### src/hdl/dtvm_pkg.sv
// ----------------------------------------------------------------------------
// dtvm_pkg
// Types, register codes and widths shared by the trial vector mix unit.
// ----------------------------------------------------------------------------
package dtvm_pkg;

	// Strategy codes held in the variant register.
	typedef enum logic [2:0] {
		VAR_RAND_BIN = 3'd0,
		VAR_RAND_EXP = 3'd1,
		VAR_CUR_NONE = 3'd2,
		VAR_CUR_BIN  = 3'd3,
		VAR_CUR_EXP  = 3'd4
	} variant_t;

	// Register indexes on the configuration port (byte address / 4).
	typedef enum logic [1:0] {
		REG_VARIANT = 2'd0,
		REG_CROSS   = 2'd1,
		REG_SCALE   = 2'd2,
		REG_PULL    = 2'd3
	} reg_idx_t;

	localparam int CFG_ADDR_W      = 4;
	localparam int CFG_DATA_W      = 32;
	localparam int QUEUE_DEPTH_DEF = 2;

	localparam logic [16:0] CROSS_RESET = 17'd32768;
	localparam logic [17:0] SCALE_RESET = 18'd32768;
	localparam logic [16:0] PULL_RESET  = 17'd32768;

	// Exact difference of two Q15.16 values, and the Q.32 accumulator width.
	localparam int DIFF_W = 33;
	localparam int SUM_W  = 53;

	typedef struct packed {
		variant_t    variant;
		logic [16:0] cross_rate;
		logic [17:0] scale_factor;
		logic [16:0] pull_factor;
	} cfg_t;

	typedef struct packed {
		logic signed [31:0] current_value;
		logic signed [31:0] diff_first;
		logic signed [31:0] diff_second;
		logic signed [31:0] base_value;
		logic signed [31:0] lower_bound;
		logic signed [31:0] upper_bound;
		logic        [15:0] random_draw;
		logic               forced_index;
		logic               vector_end;
	} in_item_t;

	typedef struct packed {
		logic signed [31:0] child_value;
		logic               took_trial;
		logic               child_end;
	} out_item_t;

	// Classified request handed from the front to the back.
	typedef struct packed {
		logic signed [31:0] cur;
		logic signed [31:0] diff_a;
		logic signed [31:0] diff_b;
		logic signed [31:0] base;
		logic signed [31:0] lo;
		logic signed [31:0] hi;
		logic               take;
		logic               use_cur;
		logic               last;
	} job_t;

	// Push side of the queue.
	typedef struct packed {
		logic push;
		job_t job;
	} push_t;

endpackage

### src/hdl/dtvm_front.sv
// ----------------------------------------------------------------------------
// dtvm_front
// Register file and request classifier: decides per request whether the
// trial value is taken and keeps the exponential crossover stop flag.
// ----------------------------------------------------------------------------
module dtvm_front (
	input  logic                                   clk,
	input  logic                                   arst_n,
	input  logic                                   psel,
	input  logic                                   penable,
	input  logic                                   pwrite,
	input  logic [dtvm_pkg::CFG_ADDR_W-1:0]        paddr,
	input  logic [dtvm_pkg::CFG_DATA_W-1:0]        pwdata,
	output logic [dtvm_pkg::CFG_DATA_W-1:0]        prdata,
	input  logic                                   in_valid,
	input  dtvm_pkg::in_item_t                     in_data,
	input  logic                                   queue_full,
	output dtvm_pkg::push_t                        push,
	output dtvm_pkg::cfg_t                         cfg
);

	dtvm_pkg::cfg_t       cfg_q;
	logic                 exp_stopped_q;
	logic                 cfg_write;
	dtvm_pkg::reg_idx_t   reg_idx;
	logic                 accept;
	logic                 hit;
	logic                 take;
	logic                 stop_set;

	assign reg_idx   = dtvm_pkg::reg_idx_t'(paddr[3:2]);
	assign cfg_write = psel & penable & pwrite;
	assign cfg       = cfg_q;

	// Configuration registers.
	always_ff @(posedge clk or negedge arst_n) begin
		if (!arst_n) begin
			cfg_q.variant      <= dtvm_pkg::VAR_RAND_BIN;
			cfg_q.cross_rate   <= dtvm_pkg::CROSS_RESET;
			cfg_q.scale_factor <= dtvm_pkg::SCALE_RESET;
			cfg_q.pull_factor  <= dtvm_pkg::PULL_RESET;
		end else if (cfg_write) begin
			case (reg_idx)
				dtvm_pkg::REG_VARIANT: cfg_q.variant <= dtvm_pkg::variant_t'(pwdata[2:0]);
				dtvm_pkg::REG_CROSS:   cfg_q.cross_rate <= pwdata[16:0];
				dtvm_pkg::REG_SCALE:   cfg_q.scale_factor <= pwdata[17:0];
				dtvm_pkg::REG_PULL:    cfg_q.pull_factor <= pwdata[16:0];
				default: ;
			endcase
		end
	end

	// Register readback.
	always_comb begin
		prdata = '0;
		case (reg_idx)
			dtvm_pkg::REG_VARIANT: prdata[2:0]  = cfg_q.variant;
			dtvm_pkg::REG_CROSS:   prdata[16:0] = cfg_q.cross_rate;
			dtvm_pkg::REG_SCALE:   prdata[17:0] = cfg_q.scale_factor;
			dtvm_pkg::REG_PULL:    prdata[16:0] = cfg_q.pull_factor;
			default:               prdata       = '0;
		endcase
	end

	// Crossover decision for the incoming request.
	assign accept = in_valid & ~queue_full;
	assign hit    = {1'b0, in_data.random_draw} < cfg_q.cross_rate;

	always_comb begin
		take     = 1'b0;
		stop_set = 1'b0;
		case (cfg_q.variant)
			dtvm_pkg::VAR_RAND_BIN, dtvm_pkg::VAR_CUR_BIN: begin
				take = hit | in_data.forced_index;
			end
			dtvm_pkg::VAR_RAND_EXP, dtvm_pkg::VAR_CUR_EXP: begin
				take     = in_data.forced_index | (~exp_stopped_q & hit);
				stop_set = ~take;
			end
			dtvm_pkg::VAR_CUR_NONE: begin
				take = 1'b1;
			end
			default: begin
				take = 1'b0;
			end
		endcase
	end

	// Sticky stop flag; the end of a vector always clears it.
	always_ff @(posedge clk or negedge arst_n) begin
		if (!arst_n) begin
			exp_stopped_q <= 1'b0;
		end else if (accept) begin
			if (in_data.vector_end) begin
				exp_stopped_q <= 1'b0;
			end else if (stop_set) begin
				exp_stopped_q <= 1'b1;
			end
		end
	end

	// Classified request toward the queue.
	always_comb begin
		push.push        = accept;
		push.job.cur     = in_data.current_value;
		push.job.diff_a  = in_data.diff_first;
		push.job.diff_b  = in_data.diff_second;
		push.job.base    = in_data.base_value;
		push.job.lo      = in_data.lower_bound;
		push.job.hi      = in_data.upper_bound;
		push.job.take    = take;
		push.job.use_cur = (cfg_q.variant inside {dtvm_pkg::VAR_CUR_NONE,
			dtvm_pkg::VAR_CUR_BIN, dtvm_pkg::VAR_CUR_EXP});
		push.job.last    = in_data.vector_end;
	end

endmodule

### config.mk
export PLATFORM = sky130hd
export DESIGN_NAME = dtvm_front
export DESIGN_NICKNAME = d
export VERILOG_FILES = /design/src/hdl/dtvm_pkg.sv /design/src/hdl/dtvm_front.sv
export SDC_FILE = /design/constraint.sdc
export NUM_CORES = 1
export LEC_CHECK = 0
export BUFFER_PORTS_ARGS = -buffer_cell sky130_fd_sc_hd__buf_2
export CAP_MARGIN = 25
export CORE_AREA = 10 10 203 205
export DETAILED_ROUTE_END_ITERATION = 8
export DIE_AREA = 0 0 213 215
export PLACE_DENSITY = 0.45
export SETUP_SLACK_MARGIN = 0.15
export SLEW_MARGIN = 10
export SYNTH_ARGS = -nofsm -noshare
export SYNTH_HDL_FRONTEND = slang
export SYNTH_SLANG_ARGS = --single-unit
### constraint.sdc
create_clock -name clk -period 2.6 [get_ports clk]
set_input_delay 0.26 -clock clk [delete_from_list [all_inputs] [get_ports clk]]
set_output_delay 0.26 -clock clk [all_outputs]
set_load 0.01 [all_outputs]
==> impl_metrics.json <==
{
  "status": "finished clean",
  "power_density_nw_per_um2": 759,
  "drc": 0,
  "grt_pass1_wl_um": 27900,
  "synth_cell_type_count": 40,
  "synth-edff-count": 0,
  "drt_first_pass_iters": 4,
  "num_rows": 71,
  "multi_input_area_um2": 1550,
  "netlist_area_um2": 4550,
  "coreArea_um2": 37200,
  "avgSynthCellArea_um2": 9.65,
  "grt_max_degree": 31,
  "clock-root-buffer": "clkbuf_16",
  "drive_gt1_frac": 0.439,
  "final_nets": 666,
  "fin_tns_setup_ns": 0,
  "synth-main-ff-cell": "dfrtp_1",
  "setup_slack_ns": 0.0765,
  "tightest_slew_ns": 0.810,
  "synthSimpleGateAreaFrac": 0.0592,
  "place_congestion": 0.753,
  "hpwl_um": 18400,
  "insertion_delay_ns": 0.31,
  "grt-ovfl-total": 0,
  "maxCapViolations": 0,
  "io_pins": 536,
  "dpl_worst_slack_ns": 0.148,
  "cp-end-kind": "output port",
  "hp-class": "primary input to async pin",
  "synth_top_family_by_area": "buffers and inverters",
  "rrSetupSlack_ns": 0.49,
  "fp.dieH_um": 215,
  "synth_seq_cells": 56,
  "cts_tree": "done",
  "clkTransAtPathRegs_ns": 0.08,
  "rsz0062_at_grt": "yes",
  "synth.area.mux_share": 0.127,
  "hold_ws_ns": 0.0223,
  "final_max_slew_viol_count": 0,
  "seq_area_um2": 1410,
  "cts.sinks": 56,
  "htree_levels": 2,
  "relSlewSlack": 0.460,
  "routed_wl_um": 21800,
  "ir_drop_v": 0.000348,
  "ys_seq_area_frac": 0.309,
  "crit_type": "register to output port",
  "grt_pass1_vias": 3088,
  "numPortBuffers": 121,
  "vias_per_cell": 3.24,
  "fillCellCount": 4278,
  "clock_path_buffers": 2,
  "drt_iter0_markers": 88,
  "setup_viol": 0,
  "die_area_um2": 45800,
  "finalCritPeriodShare": 0.971,
  "hold_viol_final": 0,
  "rr_startpoint": "cfg[46]",
  "synthCells": 471,
  "grt_use_total": 0.0905,
  "postCtsHoldBufs": 0,
  "cts_buffers": 5,
  "antenna_found_initial": 4,
  "start_kind": "register",
  "p_leak_nw": 2.07,
  "rr_worst_depth": 9,
  "clock_skew_ns": 0.00534,
  "wire_per_inst_um": 25.0,
  "fin_crit_ns": 2.52,
  "yosys_warnings": 0,
  "synth_xor_area_frac": 0.00193,
  "async_flop_share": 1.00,
  "critPathRequiredTime_ns": 2.34,
  "crit_fanout": 3,
  "vias": 2831,
  "chipWidth_um": 213,
  "cp.arrival_ns": 2.26,
  "setup.worst_path.start": "cfg[46]",
  "antenna_cells": 0,
  "synth_compound_area_frac": 0.0815,
  "start_util": 0.122,
  "synth_fa_ha_area_frac": 0.0413,
  "synthToLayoutAreaGrowth_pct": -0.661,
  "worstReg2RegEnd": "exp_stopped_q",
  "antenna_left": 0,
  "timing.fmax_mhz": 396
}
[placed cells by master (no fill, tap or decap), drive strengths merged, types with 2 or more instances in the layout]
cell | synthesis | layout
o21ai | 32 | 32
and2 | 2 | 2
nor3b | 2 | 2
mux4 | 3 | 3
nor4 | 2 | 2
buf | 216 | 130
dfrtp | 53 | 53
a22o | 14 | 14
nor2 | 4 | 4
nand3 | 2 | 2
a211oi | 3 | 3
mux2 | 42 | 42
bufinv | 0 | 3
nor2b | 2 | 2
and3 | 2 | 2
dfstp | 3 | 3
nand2 | 33 | 33
a21oi | 5 | 5
conb | 1 | 14
clkbuf | 7 | 5
ha | 15 | 15
inv | 18 | 18
[layout make-up]
class,instances,share of cell area
clock buffer,5,0.0277
clock inverter,3,0.0200
inverter,18,0.0150
multi-input combinational,187,0.343
sequential,56,0.311
tap,474,0.131
timing repair buffer,130,0.152
[worst max-delay path by stage]
stage,slack (ns),to
detailed placement,0.15,push[2]
global placement,0.25,push[2]
floorplan,0.53,push[2]
global route,-0.07,push[2]
finish,0.08,push[2]
CTS,0.05,push[2]
[stage by stage]
stage / instance area, µm² / total power (W) / util / cells
after floorplan: 4590 / 0.00217 / - / 484
after global placement: 4210 / 0.00241 / 0.113 / 863
after detailed placement: 4210 / 0.00242 / 0.113 / 863
after CTS: 4520 / 0.00351 / 0.121 / 873
after global routing: 4520 / 0.00367 / 0.121 / 873
final: 4520 / 0.00343 / 0.121 / 873
[Yosys cell counts, types with 5 or more instances]
cell type / count / area share
mux2_4: 10 / 0.033
a22o_1: 14 / 0.027
clkbuf_1: 7 / 0.0058
o21ai_0: 10 / 0.011
buf_4: 209 / 0.35
nand2_1: 33 / 0.027
o21ai_1: 22 / 0.024
ha_1: 15 / 0.041
inv_1: 14 / 0.012
a21oi_1: 5 / 0.0055
mux2_1: 31 / 0.077
dfrtp_1: 53 / 0.29
[cells by family (layout without fill, tap and decap cells)]
| family | count (synthesis) | count (layout) |
|---|---|---|
| muxes | 45 | 45 |
| AOI/OAI and AO/OA | 59 | 59 |
| buffers and inverters | 241 | 156 |
| other | 1 | 14 |
| adders and majority gates | 15 | 15 |
| and+or+nand+nor | 53 | 53 |
| xor gates and xnor gates | 1 | 1 |
| DFF | 56 | 56 |
[per-layer routing]
metal	up-vias	global-route usage	wire length, µm
met5	-	0	13
met4	2	0.0488	1110
met3	83	0.0735	4010
met2	261	0.145	10000
met1	1303	0.0784	6640
li1	1182	-	-
[what timing repair did]
item | 4_1_cts | 5_1_grt
setup endpoints to repair | 1 | 1
buffers inserted | 2 | 0
pin swaps | 4 | 2
gates resized for setup | 11 | 0
[critical path, stage by stage, from the launching register on]
cell      delay (ns)
dfrtp_1         0.35
inv_1           0.09
ha_4            0.28
nand4_1         0.15
nor4_2          0.32
and3_1          0.20
a211oi_1        0.04
buf_4           0.18
a211oi_2        0.14
nor2_1          0.06
buf_2           0.14
[flip-flops by register name, summed over array words and instances (netlist names)]
register / cells
exp_stopped_q: 1
cfg: 55
[power breakdown]
part	leakage [nW]	switching, W	total [W]	internal (W)
Combinational	1.28	0.000635	0.00116	0.000527
Clock	0.104	0.000356	0.00101	0.000651
Sequential	0.678	0.000175	0.00126	0.00108
Power figures use the tool's default switching activity.
