### src/hdl/dtvm_pkg.sv
// ----------------------------------------------------------------------------
// dtvm_pkg
// Types, register codes and widths shared by the trial vector mix unit.
// ----------------------------------------------------------------------------
package dtvm_pkg;

	// Strategy codes held in the variant register.
	typedef enum logic [2:0] {
		VAR_RAND_BIN = 3'd0,
		VAR_RAND_EXP = 3'd1,
		VAR_CUR_NONE = 3'd2,
		VAR_CUR_BIN  = 3'd3,
		VAR_CUR_EXP  = 3'd4
	} variant_t;

	// Register indexes on the configuration port (byte address / 4).
	typedef enum logic [1:0] {
		REG_VARIANT = 2'd0,
		REG_CROSS   = 2'd1,
		REG_SCALE   = 2'd2,
		REG_PULL    = 2'd3
	} reg_idx_t;

	localparam int CFG_ADDR_W      = 4;
	localparam int CFG_DATA_W      = 32;
	localparam int QUEUE_DEPTH_DEF = 2;

	localparam logic [16:0] CROSS_RESET = 17'd32768;
	localparam logic [17:0] SCALE_RESET = 18'd32768;
	localparam logic [16:0] PULL_RESET  = 17'd32768;

	// Exact difference of two Q15.16 values, and the Q.32 accumulator width.
	localparam int DIFF_W = 33;
	localparam int SUM_W  = 53;

	typedef struct packed {
		variant_t    variant;
		logic [16:0] cross_rate;
		logic [17:0] scale_factor;
		logic [16:0] pull_factor;
	} cfg_t;

	typedef struct packed {
		logic signed [31:0] current_value;
		logic signed [31:0] diff_first;
		logic signed [31:0] diff_second;
		logic signed [31:0] base_value;
		logic signed [31:0] lower_bound;
		logic signed [31:0] upper_bound;
		logic        [15:0] random_draw;
		logic               forced_index;
		logic               vector_end;
	} in_item_t;

	typedef struct packed {
		logic signed [31:0] child_value;
		logic               took_trial;
		logic               child_end;
	} out_item_t;

	// Classified request handed from the front to the back.
	typedef struct packed {
		logic signed [31:0] cur;
		logic signed [31:0] diff_a;
		logic signed [31:0] diff_b;
		logic signed [31:0] base;
		logic signed [31:0] lo;
		logic signed [31:0] hi;
		logic               take;
		logic               use_cur;
		logic               last;
	} job_t;

	// Push side of the queue.
	typedef struct packed {
		logic push;
		job_t job;
	} push_t;

endpackage

### src/hdl/dtvm_queue.sv
// ----------------------------------------------------------------------------
// dtvm_queue
// Short FIFO of classified requests between the front and the back.
// ----------------------------------------------------------------------------
module dtvm_queue #(
	parameter int DEPTH = dtvm_pkg::QUEUE_DEPTH_DEF
) (
	input  logic             clk,
	input  logic             arst_n,
	input  dtvm_pkg::push_t  push,
	output logic             full,
	input  logic             pop,
	output logic             not_empty,
	output dtvm_pkg::job_t   head
);

	localparam int PW = (DEPTH > 1) ? $clog2(DEPTH) : 1;
	localparam int CW = $clog2(DEPTH + 1);
	localparam logic [PW-1:0] LAST_SLOT = PW'(DEPTH - 1);
	localparam logic [CW-1:0] FULL_CNT  = CW'(DEPTH);

	dtvm_pkg::job_t  slot_q [DEPTH];
	logic [PW-1:0]   wr_ptr_q;
	logic [PW-1:0]   rd_ptr_q;
	logic [CW-1:0]   count_q;
	logic            do_push;
	logic            do_pop;

	assign full      = (count_q == FULL_CNT);
	assign not_empty = (count_q != '0);
	assign head      = slot_q[rd_ptr_q];
	assign do_push   = push.push & ~full;
	assign do_pop    = pop & not_empty;

	// Entry storage.
	always_ff @(posedge clk) begin
		if (do_push) begin
			slot_q[wr_ptr_q] <= push.job;
		end
	end

	// Pointers and fill count.
	always_ff @(posedge clk or negedge arst_n) begin
		if (!arst_n) begin
			wr_ptr_q <= '0;
			rd_ptr_q <= '0;
			count_q  <= '0;
		end else begin
			if (do_push) begin
				wr_ptr_q <= (wr_ptr_q == LAST_SLOT) ? '0 : wr_ptr_q + 1'b1;
			end
			if (do_pop) begin
				rd_ptr_q <= (rd_ptr_q == LAST_SLOT) ? '0 : rd_ptr_q + 1'b1;
			end
			if (do_push && !do_pop) begin
				count_q <= count_q + 1'b1;
			end else if (do_pop && !do_push) begin
				count_q <= count_q - 1'b1;
			end
		end
	end

endmodule

### config.mk
export PLATFORM = sky130hd
export DESIGN_NAME = dtvm_queue
export DESIGN_NICKNAME = d
export VERILOG_FILES = /design/src/hdl/dtvm_pkg.sv /design/src/hdl/dtvm_queue.sv
export SDC_FILE = /design/constraint.sdc
export NUM_CORES = 1
export LEC_CHECK = 0
export ABC_CLOCK_PERIOD_IN_PS = 14700
export BUFFER_PORTS_ARGS = -buffer_cell sky130_fd_sc_hd__buf_2
export CAP_MARGIN = 25
export CORE_ASPECT_RATIO = 2
export CORE_MARGIN = 2
export CORE_UTILIZATION = 35
export CTS_BUF_LIST = sky130_fd_sc_hd__clkbuf_4 sky130_fd_sc_hd__clkbuf_8 sky130_fd_sc_hd__clkbuf_16
export DETAILED_ROUTE_END_ITERATION = 8
export MAX_ROUTING_LAYER = met4
export PLACE_DENSITY = 0.64
export REMOVE_ABC_BUFFERS = 1
export SLEW_MARGIN = 20
export SYNTH_ARGS = -nofsm -noshare
export SYNTH_HDL_FRONTEND = slang
export SYNTH_SLANG_ARGS = --single-unit
export TNS_END_PERCENT = 1
### constraint.sdc
create_clock -name clk -period 14.7 [get_ports clk]
set_clock_uncertainty 0.1 [all_clocks]
set_input_delay 0.735 -clock clk [delete_from_list [all_inputs] [get_ports clk]]
set_output_delay 0.735 -clock clk [all_outputs]
set_load 0.03 [all_outputs]
==> impl_results.html, run 1 <==
<table>
<tr><th>Metric</th><th>Value</th></tr>
<tr><th colspan="2">Timing</th></tr>
<tr><td>Pins over their slew limit</td><td>0</td></tr>
<tr><td>Accumulated negative setup slack</td><td>0 ps</td></tr>
<tr><td>RSZ-0062 raised after global routing</td><td>false</td></tr>
<tr><td>Final number of hold-violating endpoints</td><td>0</td></tr>
<tr><td>Final setup vio count</td><td>0</td></tr>
<tr><td>Fmax</td><td>259 MHz</td></tr>
<tr><td>Final critical path time including I/O delays and setup</td><td>3860 ps</td></tr>
<tr><td>Worst slew margin relative to its limit</td><td>33.0%</td></tr>
<tr><td>Final clock period utilization by the worst path</td><td>26.3%</td></tr>
<tr><td>Worst slack on hold paths</td><td>294 ps</td></tr>
<tr><td>Worst-margin pin slew</td><td>1000 ps</td></tr>
<tr><th colspan="2">Pwr</th></tr>
<tr><td>Ratio of total power to cell area</td><td>221 nW/µm²</td></tr>
<tr><td>Worst-case vdd ir drop</td><td>166 µV</td></tr>
<tr><td>Power consumption</td><td>4.12 mW</td></tr>
<tr><td>P_leak</td><td>7.30 nW</td></tr>
<tr><th colspan="2">Worst setup path</th></tr>
<tr><td>Data arrival time of the critical path</td><td>3030 ps</td></tr>
<tr><td>Biggest cell delay along the critical path</td><td>880 ps</td></tr>
<tr><td>Slowest stage cell, crit path</td><td>sky130_fd_sc_hd__dfrtp_4</td></tr>
<tr><td>Worst Setup End Kind</td><td>primary output</td></tr>
<tr><td>Startpoint-to-endpoint class of the critical path</td><td>reg -&gt; out</td></tr>
<tr><td>Worst path required time</td><td>13860 ps</td></tr>
<tr><td>Maximum fanout count along the critical path</td><td>57</td></tr>
<tr><td>CP startpoint kind</td><td>register</td></tr>
<tr><td>Critical Path, Cell by Cell</td><td>buf_4 -&gt; mux2_2 -&gt; buf_2</td></tr>
<tr><th colspan="2">Placement</th></tr>
<tr><td>Half-perimeter wire length after detailed placement</td><td>21400 µm</td></tr>
<tr><td>Port Buffers</td><td>395</td></tr>
<tr><td>GPL Wtd Cong</td><td>0.772</td></tr>
<tr><th colspan="2">Route</th></tr>
<tr><td>Antenna-violating nets left</td><td>0</td></tr>
<tr><td>Post-detailed-routing wire length</td><td>30900 µm</td></tr>
<tr><td>Via density per instance</td><td>4.46</td></tr>
<tr><td>DR WL/cell</td><td>18.9 µm</td></tr>
<tr><td>Count of vias placed by the detailed router</td><td>7274</td></tr>
<tr><td>Initial DRC Count</td><td>249</td></tr>
<tr><td>Number of detailed-route iterations in the first pass</td><td>6</td></tr>
<tr><td>Number of remaining DRC errors</td><td>0</td></tr>
<tr><th colspan="2">Final layout</th></tr>
<tr><td>Nets@finish</td><td>1247</td></tr>
<tr><td>Area overhead of the layout relative to synthesis</td><td>25.7%</td></tr>
<tr><td>Core utilization of the finished layout</td><td>44.7%</td></tr>
<tr><td>Share of post-route cells with drive strength above 1</td><td>62.1%</td></tr>
<tr><th colspan="2">Synthesis</th></tr>
<tr><td>List of most frequent post-synthesis cells</td><td>sky130_fd_sc_hd__edfxtp_1 (390), sky130_fd_sc_hd__mux2_4 (140), sky130_fd_sc_hd__mux2_2 (55)</td></tr>
<tr><td>Post-synthesis instance area</td><td>14800 µm²</td></tr>
<tr><td>Average cell area after synthesis</td><td>23.7 µm²</td></tr>
<tr><td>Leading register cell type out of synthesis</td><td>sky130_fd_sc_hd__edfxtp_1</td></tr>
<tr><td>Fraction of registers with async set or reset after synthesis</td><td>1.02%</td></tr>
<tr><td>Post-synth EDFFs</td><td>390</td></tr>
<tr><td>Most frequent cell after synthesis</td><td>sky130_fd_sc_hd__edfxtp_1</td></tr>
<tr><td>Synth top area cells</td><td>sky130_fd_sc_hd__edfxtp_1 (79%), sky130_fd_sc_hd__mux2_4 (14%), sky130_fd_sc_hd__mux2_2 (4.2%)</td></tr>
<tr><td>Number of warnings printed during yosys synthesis</td><td>0</td></tr>
<tr><td>Share of the yosys chip area belonging to registers</td><td>79.6%</td></tr>
<tr><td>Instance count of the mapped netlist</td><td>626</td></tr>
<tr><td>Post-synthesis cell type count</td><td>15</td></tr>
<tr><td>Area share of the largest cell type after synthesis</td><td>78.9%</td></tr>
<tr><td>Flop and latch count out of synthesis</td><td>394</td></tr>
<tr><td>Largest area contributor in the netlist</td><td>sky130_fd_sc_hd__edfxtp_1</td></tr>
<tr><th colspan="2">Clock tree</th></tr>
<tr><td>Number of buffers created by CTS</td><td>35</td></tr>
<tr><td>Clock root cell</td><td>sky130_fd_sc_hd__clkbuf_16</td></tr>
<tr><td>TritonCTS clock tree</td><td>yes</td></tr>
<tr><td>H-Tree Depth</td><td>2</td></tr>
<tr><td>Quantity of gates resized following cts</td><td>0</td></tr>
<tr><td>Clock Sinks</td><td>394</td></tr>
<tr><td>Number of post-CTS setup repair buffers</td><td>0</td></tr>
<tr><td>Maximum buffer depth of the clock tree</td><td>3</td></tr>
<tr><td>Skew-Pair Late Insertion Delay</td><td>520 ps</td></tr>
<tr><td>Clock slew at reported path FFs</td><td>70 ps</td></tr>
<tr><th colspan="2">GRT</th></tr>
<tr><td>Maximum number of pins on one net before global-route repair</td><td>72</td></tr>
<tr><td>Met2 track demand over resource in global routing</td><td>24.3%</td></tr>
<tr><td>Overall overflow remaining after global route</td><td>0</td></tr>
<tr><td>Met1 demand-to-capacity share in global routing</td><td>12.7%</td></tr>
<tr><td>Wire length of the first global-routing pass</td><td>43800 µm</td></tr>
<tr><td>Via count of the first global-routing pass</td><td>7742</td></tr>
<tr><td>Number of antenna violations at the first check in global routing</td><td>20</td></tr>
<tr><td>Gr busiest metal</td><td>met2</td></tr>
<tr><td>GR Layer Usage met3</td><td>4.43%</td></tr>
<tr><td>Total Routing Usage GR</td><td>13.7%</td></tr>
<tr><th colspan="2">Floorplanning</th></tr>
<tr><td>Number of ports placed on the die boundary</td><td>396</td></tr>
<tr><td>Die width</td><td>150 µm</td></tr>
<tr><td>Effective utilization at floorplan</td><td>35.5%</td></tr>
<tr><td>Die Span Y</td><td>295 µm</td></tr>
<tr><td>Row Count</td><td>106</td></tr>
<tr><td>Core Area</td><td>41800 µm²</td></tr>
<tr><td>Die outline area</td><td>44200 µm²</td></tr>
<tr><th colspan="2">Flow run</th></tr>
<tr><td>Count of max-cap constraint violations</td><td>0</td></tr>
<tr><th colspan="2">Hold path</th></tr>
<tr><td>Class of the tightest hold or removal check</td><td>in -&gt; reg</td></tr>
<tr><th colspan="2">Run status</th></tr>
<tr><td>Outcome</td><td>finished clean</td></tr>
</table>
[sequential cells by signal, summed over array words and instances (netlist names)]
| name | flops |
|---|---|
| wr_ptr_q | 1 |
| rd_ptr_q | 1 |
| count_q | 2 |
| slot_q | 390 |
[metrics by stage]
stage               instance area [µm²]  std cells  setup slack, ps
global route                      18700       1630            10670
CTS                               18600       1609            10760
global placement                  17400       1548            10800
finish                            18700       1630            10840
detailed placement                17400       1548            10820
floorplan                         14600        604             4940
[power by group]
group / switching, mW / total [mW] / internal (mW)
Clock: 0.388 / 0.957 / 0.570
Sequential: 0.0847 / 1.62 / 1.54
Combinational: 0.966 / 1.54 / 0.572
Total: 1.44 / 4.12 / 2.68
[final timing paths]
kind	from	to	slack [ps]	cells past startpoint
max	rd_ptr_q	head[182]	10840	3
min	push[115]	slot_q[1][115]	290	1
max reg2reg	count_q[0]	slot_q[1][17]	11590	4
min reg2reg	count_q[1]	count_q[1]	400	1
max in group asynchronous	arst_n	rd_ptr_q	13940	2
min in group asynchronous	arst_n	rd_ptr_q	430	2
[logic make-up (layout without fill, tap and decap cells)]
| kind of cell | Yosys count | after routing | share of synthesized area, % |
|---|---|---|---|
| xor+xnor | 5 | 5 | 0.295 |
| fa+ha+maj | 1 | 1 | 0.0843 |
| simple gates | 7 | 7 | 0.228 |
| other cells | 0 | 20 | 0 |
| mux | 195 | 195 | 18.3 |
| flops | 394 | 394 | 79.6 |
| buf+inv | 24 | 468 | 1.51 |
[metal layers]
metal,vias up,routed length [µm]
met3,75,2640
met2,293,16700
met1,3552,9990
met4,0,1530
li1,3354,-
met5,-,0
[worst max-delay path: cells and delay by family (launching register included)]
kind	cells	cell delay (ps)
buffers and inverters	2	1060
DFF	1	880
muxes	1	420
[timing repair]
action / CTS / global route
hold buffers: 1 / 0
setup endpoints to repair: 0 / 0
hold endpoints to repair: 4 / 0
[cells in the final DEF, fill, tap and decap left out]
cell type,instances
sky130_fd_sc_hd__clkinv_4,1
sky130_fd_sc_hd__xor2_1,2
sky130_fd_sc_hd__dfrtp_1,3
sky130_fd_sc_hd__clkbuf_4,8
sky130_fd_sc_hd__nand2b_1,1
sky130_fd_sc_hd__dlygate4sd3_1,1
sky130_fd_sc_hd__mux2_2,55
sky130_fd_sc_hd__clkbuf_16,37
sky130_fd_sc_hd__and3_4,1
sky130_fd_sc_hd__dfrtp_4,1
sky130_fd_sc_hd__clkinv_2,4
sky130_fd_sc_hd__bufinv_16,5
sky130_fd_sc_hd__inv_6,1
sky130_fd_sc_hd__or2_2,1
sky130_fd_sc_hd__nor2_1,1
sky130_fd_sc_hd__mux2_4,140
sky130_fd_sc_hd__xnor2_1,3
sky130_fd_sc_hd__nand2_1,2
sky130_fd_sc_hd__inv_1,2
sky130_fd_sc_hd__diode_2,20
sky130_fd_sc_hd__clkinvlp_4,3
sky130_fd_sc_hd__buf_12,1
sky130_fd_sc_hd__buf_4,9
sky130_fd_sc_hd__clkbuf_8,1
sky130_fd_sc_hd__ha_1,1
sky130_fd_sc_hd__edfxtp_1,390
sky130_fd_sc_hd__buf_2,395
sky130_fd_sc_hd__nor2_4,1
[final cells by class]
| cell class | instances | area [µm²] |
|---|---|---|
| fillers | 3652 | 23100 |
| flip-flops and latches | 394 | 11800 |
| multi-input cells | 208 | 2820 |
| repair buffers | 406 | 2070 |
| clock buffers | 46 | 1000 |
| well taps | 540 | 676 |
| clock inverters | 14 | 210 |
| diodes | 20 | 50.0 |
| inverters | 2 | 7.51 |
Note: power is estimated with default switching activity, not from simulation.
==> run 2, diff against run 1 <==
Settings changed: ABC_AREA set to 1, ABC_CLOCK_PERIOD_IN_PS 14700 to 4000.
Clock period 14.7 ns to 4 ns, I/O delays scaled along.
==> impl_results.html, run 2 <==
<table>
<tr><th>Metric</th><th>Value</th></tr>
<tr><th colspan="2">Worst setup path</th></tr>
<tr><td>Slowest stage cell, crit path</td><td>sky130_fd_sc_hd__dfrtp_4</td></tr>
<tr><td>Critical R2R Launch</td><td>count_q[1]</td></tr>
<tr><td>CP startpoint kind</td><td>register</td></tr>
<tr><td>Family with the most delay on the worst path</td><td>buffers and inverters</td></tr>
<tr><td>Biggest cell delay along the critical path</td><td>700 ps (-180 ps)</td></tr>
<tr><td>Worst Reg2Reg Path Length in Cells</td><td>6 (+2)</td></tr>
<tr><td>Maximum fanout count along the critical path</td><td>71 (+25%)</td></tr>
<tr><td>Critical path's most frequent cell</td><td>sky130_fd_sc_hd__nand2_1</td></tr>
<tr><td>Data arrival time of the critical path</td><td>2630 ps (-400 ps)</td></tr>
<tr><td>Critical Path, Cell by Cell</td><td>inv_6 -&gt; buf_12 -&gt; nand2_1 -&gt; nand2_1 -&gt; buf_2</td></tr>
<tr><td>Startpoint of the worst setup timing path</td><td>rd_ptr_q</td></tr>
<tr><td>Worst Setup End Kind</td><td>primary output</td></tr>
<tr><td>Worst path required time</td><td>3700 ps (-10160 ps)</td></tr>
<tr><td>Startpoint-to-endpoint class of the critical path</td><td>reg -&gt; out</td></tr>
<tr><td>Levels on crit path</td><td>5 (+2)</td></tr>
<tr><td>Number of buffer and inverter stages on the critical path</td><td>3 (+1)</td></tr>
<tr><th colspan="2">Clock tree</th></tr>
<tr><td>TritonCTS clock tree</td><td>yes</td></tr>
<tr><td>Skew-Pair Late Insertion Delay</td><td>510 ps (about the same)</td></tr>
<tr><td>Number of buffers created by CTS</td><td>36 (+2.9%)</td></tr>
<tr><td>Quantity of gates resized following cts</td><td>0 (unchanged)</td></tr>
<tr><td>H-Tree Depth</td><td>2 (unchanged)</td></tr>
<tr><td>Clock root cell</td><td>sky130_fd_sc_hd__clkbuf_16</td></tr>
<tr><td>Clock Sinks</td><td>394 (unchanged)</td></tr>
<tr><td>Clock slew at reported path FFs</td><td>60 ps (about the same)</td></tr>
<tr><td>Maximum buffer depth of the clock tree</td><td>3 (unchanged)</td></tr>
<tr><td>Hold buffer count at cts</td><td>199 (+198)</td></tr>
<tr><td>Number of post-CTS setup repair buffers</td><td>0 (unchanged)</td></tr>
<tr><th colspan="2">Final layout</th></tr>
<tr><td>Area overhead of the layout relative to synthesis</td><td>39.4%</td></tr>
<tr><td>Nets@finish</td><td>1847 (+48%)</td></tr>
<tr><td>Core utilization of the finished layout</td><td>49.3% (+4.6 points)</td></tr>
<tr><td>Register with the most flip-flops</td><td>slot_q</td></tr>
<tr><td>Share of post-route cells with drive strength above 1</td><td>27.8% (-34 points)</td></tr>
<tr><td>Most frequent standard cell in the layout excluding fill and tap cells</td><td>sky130_fd_sc_hd__nand2_1</td></tr>
<tr><td>Commonest cells after routing, fill and taps aside</td><td>sky130_fd_sc_hd__nand2_1 (596), sky130_fd_sc_hd__buf_2 (395), sky130_fd_sc_hd__edfxtp_1 (390)</td></tr>
<tr><td>Flip-flop count of the largest register, all copies and words added</td><td>390 (unchanged)</td></tr>
<tr><td>Top Registers</td><td>slot_q (390), count_q (2)</td></tr>
<tr><th colspan="2">Synthesis</th></tr>
<tr><td>Post-synthesis cell type count</td><td>14 (-1)</td></tr>
<tr><td>Leading register cell type out of synthesis</td><td>sky130_fd_sc_hd__edfxtp_1</td></tr>
<tr><td>Share of the yosys chip area belonging to registers</td><td>81.7% (+2.2 points)</td></tr>
<tr><td>Fraction of registers with async set or reset after synthesis</td><td>1.02% (unchanged)</td></tr>
<tr><td>Flop and latch count out of synthesis</td><td>394 (unchanged)</td></tr>
<tr><td>Post-synth EDFFs</td><td>390 (unchanged)</td></tr>
<tr><td>Instance count of the mapped netlist</td><td>1050 (+68%)</td></tr>
<tr><td>List of most frequent post-synthesis cells</td><td>sky130_fd_sc_hd__nand2_1 (596), sky130_fd_sc_hd__edfxtp_1 (390), sky130_fd_sc_hd__buf_2 (21)</td></tr>
<tr><td>Average cell area after synthesis</td><td>13.8 µm² (-42%)</td></tr>
<tr><td>Synth top area cells</td><td>sky130_fd_sc_hd__edfxtp_1 (81%), sky130_fd_sc_hd__nand2_1 (15%), sky130_fd_sc_hd__buf_6 (0.94%)</td></tr>
<tr><td>Post-synthesis instance area</td><td>14500 µm² (-2.7%)</td></tr>
<tr><td>Largest area contributor in the netlist</td><td>sky130_fd_sc_hd__edfxtp_1</td></tr>
<tr><td>Most frequent cell after synthesis</td><td>sky130_fd_sc_hd__nand2_1</td></tr>
<tr><td>Number of warnings printed during yosys synthesis</td><td>0 (unchanged)</td></tr>
<tr><td>Area share of the largest cell type after synthesis</td><td>81.0% (+2.2 points)</td></tr>
<tr><th colspan="2">GRT</th></tr>
<tr><td>Overall overflow remaining after global route</td><td>0 (unchanged)</td></tr>
<tr><td>Number of antenna violations at the first check in global routing</td><td>14 (-30%)</td></tr>
<tr><td>GR Layer Usage met3</td><td>2.99% (-1.4 points)</td></tr>
<tr><td>Total Routing Usage GR</td><td>16.8% (+3.1 points)</td></tr>
<tr><td>Wire length of the first global-routing pass</td><td>54300 µm (+24%)</td></tr>
<tr><td>Met2 track demand over resource in global routing</td><td>30.0% (+5.7 points)</td></tr>
<tr><td>Maximum number of pins on one net before global-route repair</td><td>151 (+110%)</td></tr>
<tr><td>Gr busiest metal</td><td>met2</td></tr>
<tr><td>Met1 demand-to-capacity share in global routing</td><td>17.0% (+4.4 points)</td></tr>
<tr><td>Via count of the first global-routing pass</td><td>10135 (+31%)</td></tr>
<tr><th colspan="2">Timing</th></tr>
<tr><td>Setup WS post-layout</td><td>1070 ps (-9770 ps)</td></tr>
<tr><td>Accumulated negative setup slack</td><td>0 ps (unchanged)</td></tr>
<tr><td>Fmax</td><td>341 MHz</td></tr>
<tr><td>Final setup vio count</td><td>0 (unchanged)</td></tr>
<tr><td>RSZ-0062 raised after global routing</td><td>false</td></tr>
<tr><td>Worst-margin pin slew</td><td>830 ps (-174 ps)</td></tr>
<tr><td>Final critical path time including I/O delays and setup</td><td>2930 ps</td></tr>
<tr><td>Final clock period utilization by the worst path</td><td>73.2%</td></tr>
<tr><td>Final number of hold-violating endpoints</td><td>0 (unchanged)</td></tr>
<tr><td>Pins over their slew limit</td><td>0 (unchanged)</td></tr>
<tr><td>Worst slew margin relative to its limit</td><td>44.7% (+12 points)</td></tr>
<tr><td>Worst slack on hold paths</td><td>307 ps (+12.3 ps)</td></tr>
<tr><th colspan="2">Run status</th></tr>
<tr><td>Outcome</td><td>finished clean</td></tr>
<tr><th colspan="2">Route</th></tr>
<tr><td>Initial DRC Count</td><td>428 (+72%)</td></tr>
<tr><td>Count of vias placed by the detailed router</td><td>9919 (+36%)</td></tr>
<tr><td>Antenna-violating nets left</td><td>0 (unchanged)</td></tr>
<tr><td>Via density per instance</td><td>4.47 (about the same)</td></tr>
<tr><td>Number of remaining DRC errors</td><td>0 (unchanged)</td></tr>
<tr><td>DR WL/cell</td><td>16.3 µm (-14%)</td></tr>
<tr><td>Number of detailed-route iterations in the first pass</td><td>5 (-1)</td></tr>
<tr><td>Post-detailed-routing wire length</td><td>36100 µm (+17%)</td></tr>
<tr><th colspan="2">Floorplanning</th></tr>
<tr><td>Die width</td><td>148 µm (-1.3%)</td></tr>
<tr><td>Core Area</td><td>40900 µm² (-2.2%)</td></tr>
<tr><td>Die Span Y</td><td>291 µm (-1.3%)</td></tr>
<tr><td>Effective utilization at floorplan</td><td>35.4% (-0.17 points)</td></tr>
<tr><td>Number of ports placed on the die boundary</td><td>396 (unchanged)</td></tr>
<tr><td>Row Count</td><td>105 (-0.94%)</td></tr>
<tr><td>Die outline area</td><td>43000 µm² (-2.6%)</td></tr>
<tr><th colspan="2">Pwr</th></tr>
<tr><td>Ratio of total power to cell area</td><td>760 nW/µm² (+240%)</td></tr>
<tr><td>P_leak</td><td>8.56 nW (+17%)</td></tr>
<tr><td>Worst-case vdd ir drop</td><td>616 µV (+270%)</td></tr>
<tr><th colspan="2">Hold path</th></tr>
<tr><td>Class of the tightest hold or removal check</td><td>in -&gt; reg</td></tr>
<tr><td>Worst hold stages</td><td>2 (+1)</td></tr>
<tr><td>Hold Startpoint</td><td>push[109]</td></tr>
<tr><th colspan="2">Placement</th></tr>
<tr><td>Worst slack, placed</td><td>1540 ps (-9280 ps)</td></tr>
<tr><td>GPL Wtd Cong</td><td>0.820 (+6.3%)</td></tr>
<tr><td>Port Buffers</td><td>395 (unchanged)</td></tr>
<tr><td>Half-perimeter wire length after detailed placement</td><td>22900 µm (+7.2%)</td></tr>
<tr><th colspan="2">Flow run</th></tr>
<tr><td>Count of max-cap constraint violations</td><td>0 (unchanged)</td></tr>
</table>
-- run 2: cell count changes after synthesis, sizes merged, moves of 2 or more --
cell | before | now
nand2 | 2 | 596
mux2 | 195 | 0
buf | 22 | 43
inv | 2 | 8
nand3 | 0 | 2
xnor2 | 3 | 1
xor2 | 2 | 0
-- run 2: cell type report --
| class | instances | area (µm²) |
|---|---|---|
| sequential | 394 | 11800 |
| clock buffer | 43 | 971 |
| multi-input combinational | 605 | 2300 |
| fill | 3480 | 20700 |
| clock inverter | 20 | 208 |
| inverter | 8 | 42.5 |
| tap | 535 | 669 |
| antenna | 14 | 35.0 |
| timing repair buffer | 602 | 4100 |
-- run 2: final timing paths --
| path | slack, ps | end |
|---|---|---|
| setup / recovery | 1070 | head[27] |
| hold / removal | 310 | slot_q[1][109] |
| setup reg to reg | 1750 | slot_q[0][157] |
| hold reg to reg | 380 | count_q[1] |
| max in group asynchronous | 3110 | rd_ptr_q |
| min in group asynchronous | 490 | count_q[0] |
-- run 2: stage by stage --
stage,area (µm²),std cells,power [mW]
after floorplan,14100,1007,10.1
after global placement,16900,1945,11.8
after detailed placement,16900,1945,11.8
after CTS,20100,2207,15.5
after global routing,20100,2221,16.1
final,20100,2221,15.3
-- run 2: power by group --
part	switching, mW	internal, mW	total (mW)
Clock	1.43	2.00	3.43
Combinational	4.50	1.46	5.97
Sequential	0.291	5.63	5.92
-- run 2: cells by family after synthesis --
| kind of cell | synth area share [%] |
|---|---|
| flip-flops | 81.7 |
| AND/OR/NAND/NOR | 15.7 |
| XOR/XNOR | 0.0606 |
| buffers and inverters | 2.41 |
| AO/OA/AOI/OAI | 0.0346 |
| adder cells (fa/ha/maj) | 0.0866 |
-- run 2: metal layers --
metal / wire, µm / up-vias
met3: 1990 / 114
met5: 0 / -
met1: 12800 / 4650
li1: - / 4760
met2: 19300 / 395
met4: 2040 / 0
==> run 3, diff against run 2 <==
Settings changed: ABC_CLOCK_PERIOD_IN_PS 4000 to 2700.
Clock period 4 ns to 2.7 ns, I/O delays scaled along.
==> impl_results.html, run 3 (synthesized netlist as in run 2, its figures left out) <==
<table>
<tr><th>Metric</th><th>Value</th></tr>
<tr><th colspan="2">Run status</th></tr>
<tr><td>Outcome</td><td>finished clean</td></tr>
<tr><th colspan="2">Worst setup path</th></tr>
<tr><td>Worst Setup End Kind</td><td>primary output</td></tr>
<tr><td>Worst Reg2Reg Path Length in Cells</td><td>6 (unchanged)</td></tr>
<tr><td>Maximum fanout count along the critical path</td><td>196 (+180%)</td></tr>
<tr><td>Critical R2R Launch</td><td>count_q[1]</td></tr>
<tr><td>Startpoint-to-endpoint class of the critical path</td><td>reg -&gt; out</td></tr>
<tr><td>Reg-to-Reg End</td><td>slot_q[0][8]</td></tr>
<tr><td>Data arrival time of the critical path</td><td>2250 ps (-380 ps)</td></tr>
<tr><td>Slack of the worst reg-to-reg path</td><td>680 ps (-1070 ps)</td></tr>
<tr><td>Startpoint of the worst setup timing path</td><td>rd_ptr_q</td></tr>
<tr><td>Worst path required time</td><td>2470 ps (-1230 ps)</td></tr>
<tr><td>CP startpoint kind</td><td>register</td></tr>
<tr><th colspan="2">Pwr</th></tr>
<tr><td>P_leak</td><td>8.56 nW (about the same)</td></tr>
<tr><td>Power consumption</td><td>22.5 mW (+47%)</td></tr>
<tr><td>Ratio of total power to cell area</td><td>1120 nW/µm² (+47%)</td></tr>
<tr><td>Worst-case vdd ir drop</td><td>781 µV (+27%)</td></tr>
<tr><th colspan="2">Hold path</th></tr>
<tr><td>Hold Path End</td><td>slot_q[1][129]</td></tr>
<tr><td>Class of the tightest hold or removal check</td><td>in -&gt; reg</td></tr>
<tr><td>Worst hold stages</td><td>2 (unchanged)</td></tr>
<tr><td>Hold Startpoint</td><td>push[129]</td></tr>
<tr><th colspan="2">Route</th></tr>
<tr><td>DR WL/cell</td><td>16.6 µm (+1.9%)</td></tr>
<tr><td>Initial DRC Count</td><td>497 (+16%)</td></tr>
<tr><td>Via density per instance</td><td>4.49 (+0.58%)</td></tr>
<tr><td>Number of remaining DRC errors</td><td>0 (unchanged)</td></tr>
<tr><td>Antenna-violating nets left</td><td>0 (unchanged)</td></tr>
<tr><td>Count of vias placed by the detailed router</td><td>10012 (+0.94%)</td></tr>
<tr><td>Post-detailed-routing wire length</td><td>36900 µm (+2.3%)</td></tr>
<tr><td>Number of detailed-route iterations in the first pass</td><td>5 (unchanged)</td></tr>
<tr><th colspan="2">Timing</th></tr>
<tr><td>Final clock period utilization by the worst path</td><td>91.9%</td></tr>
<tr><td>RSZ-0062 raised after global routing</td><td>false</td></tr>
<tr><td>Setup WS post-layout</td><td>219 ps (-852 ps)</td></tr>
<tr><td>Pins over their slew limit</td><td>0 (unchanged)</td></tr>
<tr><td>Worst slew margin relative to its limit</td><td>36.8% (-7.8 points)</td></tr>
<tr><td>Final critical path time including I/O delays and setup</td><td>2480 ps</td></tr>
<tr><td>Final number of hold-violating endpoints</td><td>0 (unchanged)</td></tr>
<tr><td>Worst-margin pin slew</td><td>947 ps (+117 ps)</td></tr>
<tr><td>Final setup vio count</td><td>0 (unchanged)</td></tr>
<tr><td>Fmax</td><td>403 MHz</td></tr>
<tr><th colspan="2">GRT</th></tr>
<tr><td>Total Routing Usage GR</td><td>17.3% (+0.54 points)</td></tr>
<tr><td>Overall overflow remaining after global route</td><td>0 (unchanged)</td></tr>
<tr><td>Via count of the first global-routing pass</td><td>10673 (+5.3%)</td></tr>
<tr><td>Maximum number of pins on one net before global-route repair</td><td>197 (+30%)</td></tr>
<tr><td>Number of antenna violations at the first check in global routing</td><td>16 (+2)</td></tr>
<tr><td>Wire length of the first global-routing pass</td><td>56200 µm (+3.6%)</td></tr>
<tr><th colspan="2">Clock tree</th></tr>
<tr><td>H-Tree Depth</td><td>2 (unchanged)</td></tr>
<tr><td>Clock Sinks</td><td>394 (unchanged)</td></tr>
<tr><td>Maximum buffer depth of the clock tree</td><td>3 (unchanged)</td></tr>
<tr><td>TritonCTS clock tree</td><td>yes</td></tr>
<tr><td>Clock root cell</td><td>sky130_fd_sc_hd__clkbuf_16</td></tr>
<tr><td>Number of post-CTS setup repair buffers</td><td>0 (unchanged)</td></tr>
<tr><td>Number of buffers created by CTS</td><td>35 (-2.8%)</td></tr>
<tr><td>Clock slew at reported path FFs</td><td>70 ps (about the same)</td></tr>
<tr><td>Skew-Pair Late Insertion Delay</td><td>520 ps (about the same)</td></tr>
<tr><th colspan="2">Final layout</th></tr>
<tr><td>Most frequent standard cell in the layout excluding fill and tap cells</td><td>sky130_fd_sc_hd__nand2_1</td></tr>
<tr><td>Area overhead of the layout relative to synthesis</td><td>39.4% (about the same)</td></tr>
<tr><td>Share of post-route cells with drive strength above 1</td><td>27.9% (+0.079 points)</td></tr>
<tr><td>Top Registers</td><td>slot_q (390), count_q (2)</td></tr>
<tr><td>Commonest cells after routing, fill and taps aside</td><td>sky130_fd_sc_hd__nand2_1 (596), sky130_fd_sc_hd__buf_2 (395), sky130_fd_sc_hd__edfxtp_1 (390)</td></tr>
<tr><td>Nets@finish</td><td>1856 (+0.49%)</td></tr>
<tr><td>Register with the most flip-flops</td><td>slot_q</td></tr>
<tr><td>Flip-flop count of the largest register, all copies and words added</td><td>390 (unchanged)</td></tr>
<tr><td>Final cell count without fillers</td><td>2229 (+0.36%)</td></tr>
<tr><th colspan="2">Floorplanning</th></tr>
<tr><td>Die Span Y</td><td>291 µm (unchanged)</td></tr>
<tr><td>Die width</td><td>148 µm (unchanged)</td></tr>
<tr><td>Row Count</td><td>105 (unchanged)</td></tr>
<tr><td>Number of ports placed on the die boundary</td><td>396 (unchanged)</td></tr>
<tr><td>Effective utilization at floorplan</td><td>35.4% (unchanged)</td></tr>
<tr><td>Core Area</td><td>40900 µm² (unchanged)</td></tr>
<tr><td>Die outline area</td><td>43000 µm² (unchanged)</td></tr>
<tr><th colspan="2">Placement</th></tr>
<tr><td>Worst slack, placed</td><td>677 ps (-868 ps)</td></tr>
<tr><td>GPL Wtd Cong</td><td>0.853 (+4.0%)</td></tr>
<tr><td>Port Buffers</td><td>395 (unchanged)</td></tr>
<tr><td>Half-perimeter wire length after detailed placement</td><td>23300 µm (+1.5%)</td></tr>
<tr><td>Placed Instances</td><td>1955 (+0.51%)</td></tr>
<tr><th colspan="2">Flow run</th></tr>
<tr><td>Count of max-cap constraint violations</td><td>0 (unchanged)</td></tr>
</table>
run 3: changes by cell type in the layout (fill, tap and decap cells not counted), sizes merged:
cell	change
buf	+10
clkinv	+1
clkbuf	-2
bufinv	-3
diode	+2
clkinvlp	+1
inv	-1
run 3: what timing repair did:
action / 4_1_cts / 5_1_grt
endpoints found under the hold margin: 397 / 0
resized for setup: 0 / 0
hold buffers: 199 / 0
run 3: how the worst max path moves through the flow:
stage | endpoint | cells past startpoint
final | head[147] | 4
after global routing | head[164] | 4
after CTS | head[154] | 4
after detailed placement | slot_q[0][148] | 6
after global placement | slot_q[0][148] | 6
after floorplan | slot_q[1][0] | 3
run 3: cell type report:
cell class / count / area (µm²)
Timing Repair Buffer: 612 / 4220
Clock inverter: 18 / 110
Clock buffer: 41 / 956
Inverter: 8 / 42.5
Tap cell: 535 / 669
Multi-Input combinational cell: 605 / 2300
Sequential cell: 394 / 11800
Fill cell: 3500 / 20700
Antenna cell: 16 / 40.0
run 3: where the power goes:
group / internal, mW / switching, mW
combinational: 2.29 / 6.84
sequential: 8.32 / 0.310
clock: 2.62 / 2.10
total: 13.2 / 9.25
run 3: worst max-delay path, cell delays in order, from the launching register on:
cell	delay, ps
sky130_fd_sc_hd__dfrtp_4	450
sky130_fd_sc_hd__buf_12	620
sky130_fd_sc_hd__nand2_1	150
sky130_fd_sc_hd__nand2_1	140
sky130_fd_sc_hd__buf_2	210
run 3: metal layers:
layer,track usage (%),vias up,routed length [µm]
li1,-,4776,-
met3,3.42,116,2090
met2,31.6,359,19800
met4,9.50,0,2060
met1,17.0,4761,13000
met5,-,-,0
run 3: stage by stage:
| step | cell area, µm² | hold slack, ps | utilization, % | TNS (ps) |
|---|---|---|---|---|
| 6_report | 20100 | 237 | 49.3 | 0 |
| 5_1_grt | 20100 | 212 | 49.3 | 0 |
| 4_1_cts | 20100 | 207 | 49.2 | 0 |
| 3_5_place_dp | 17100 | -144 | 41.7 | 0 |
| 3_3_place_gp | 17100 | -150 | 41.7 | 0 |
| 2_1_floorplan | 14100 | -261 | - | -2368940 |
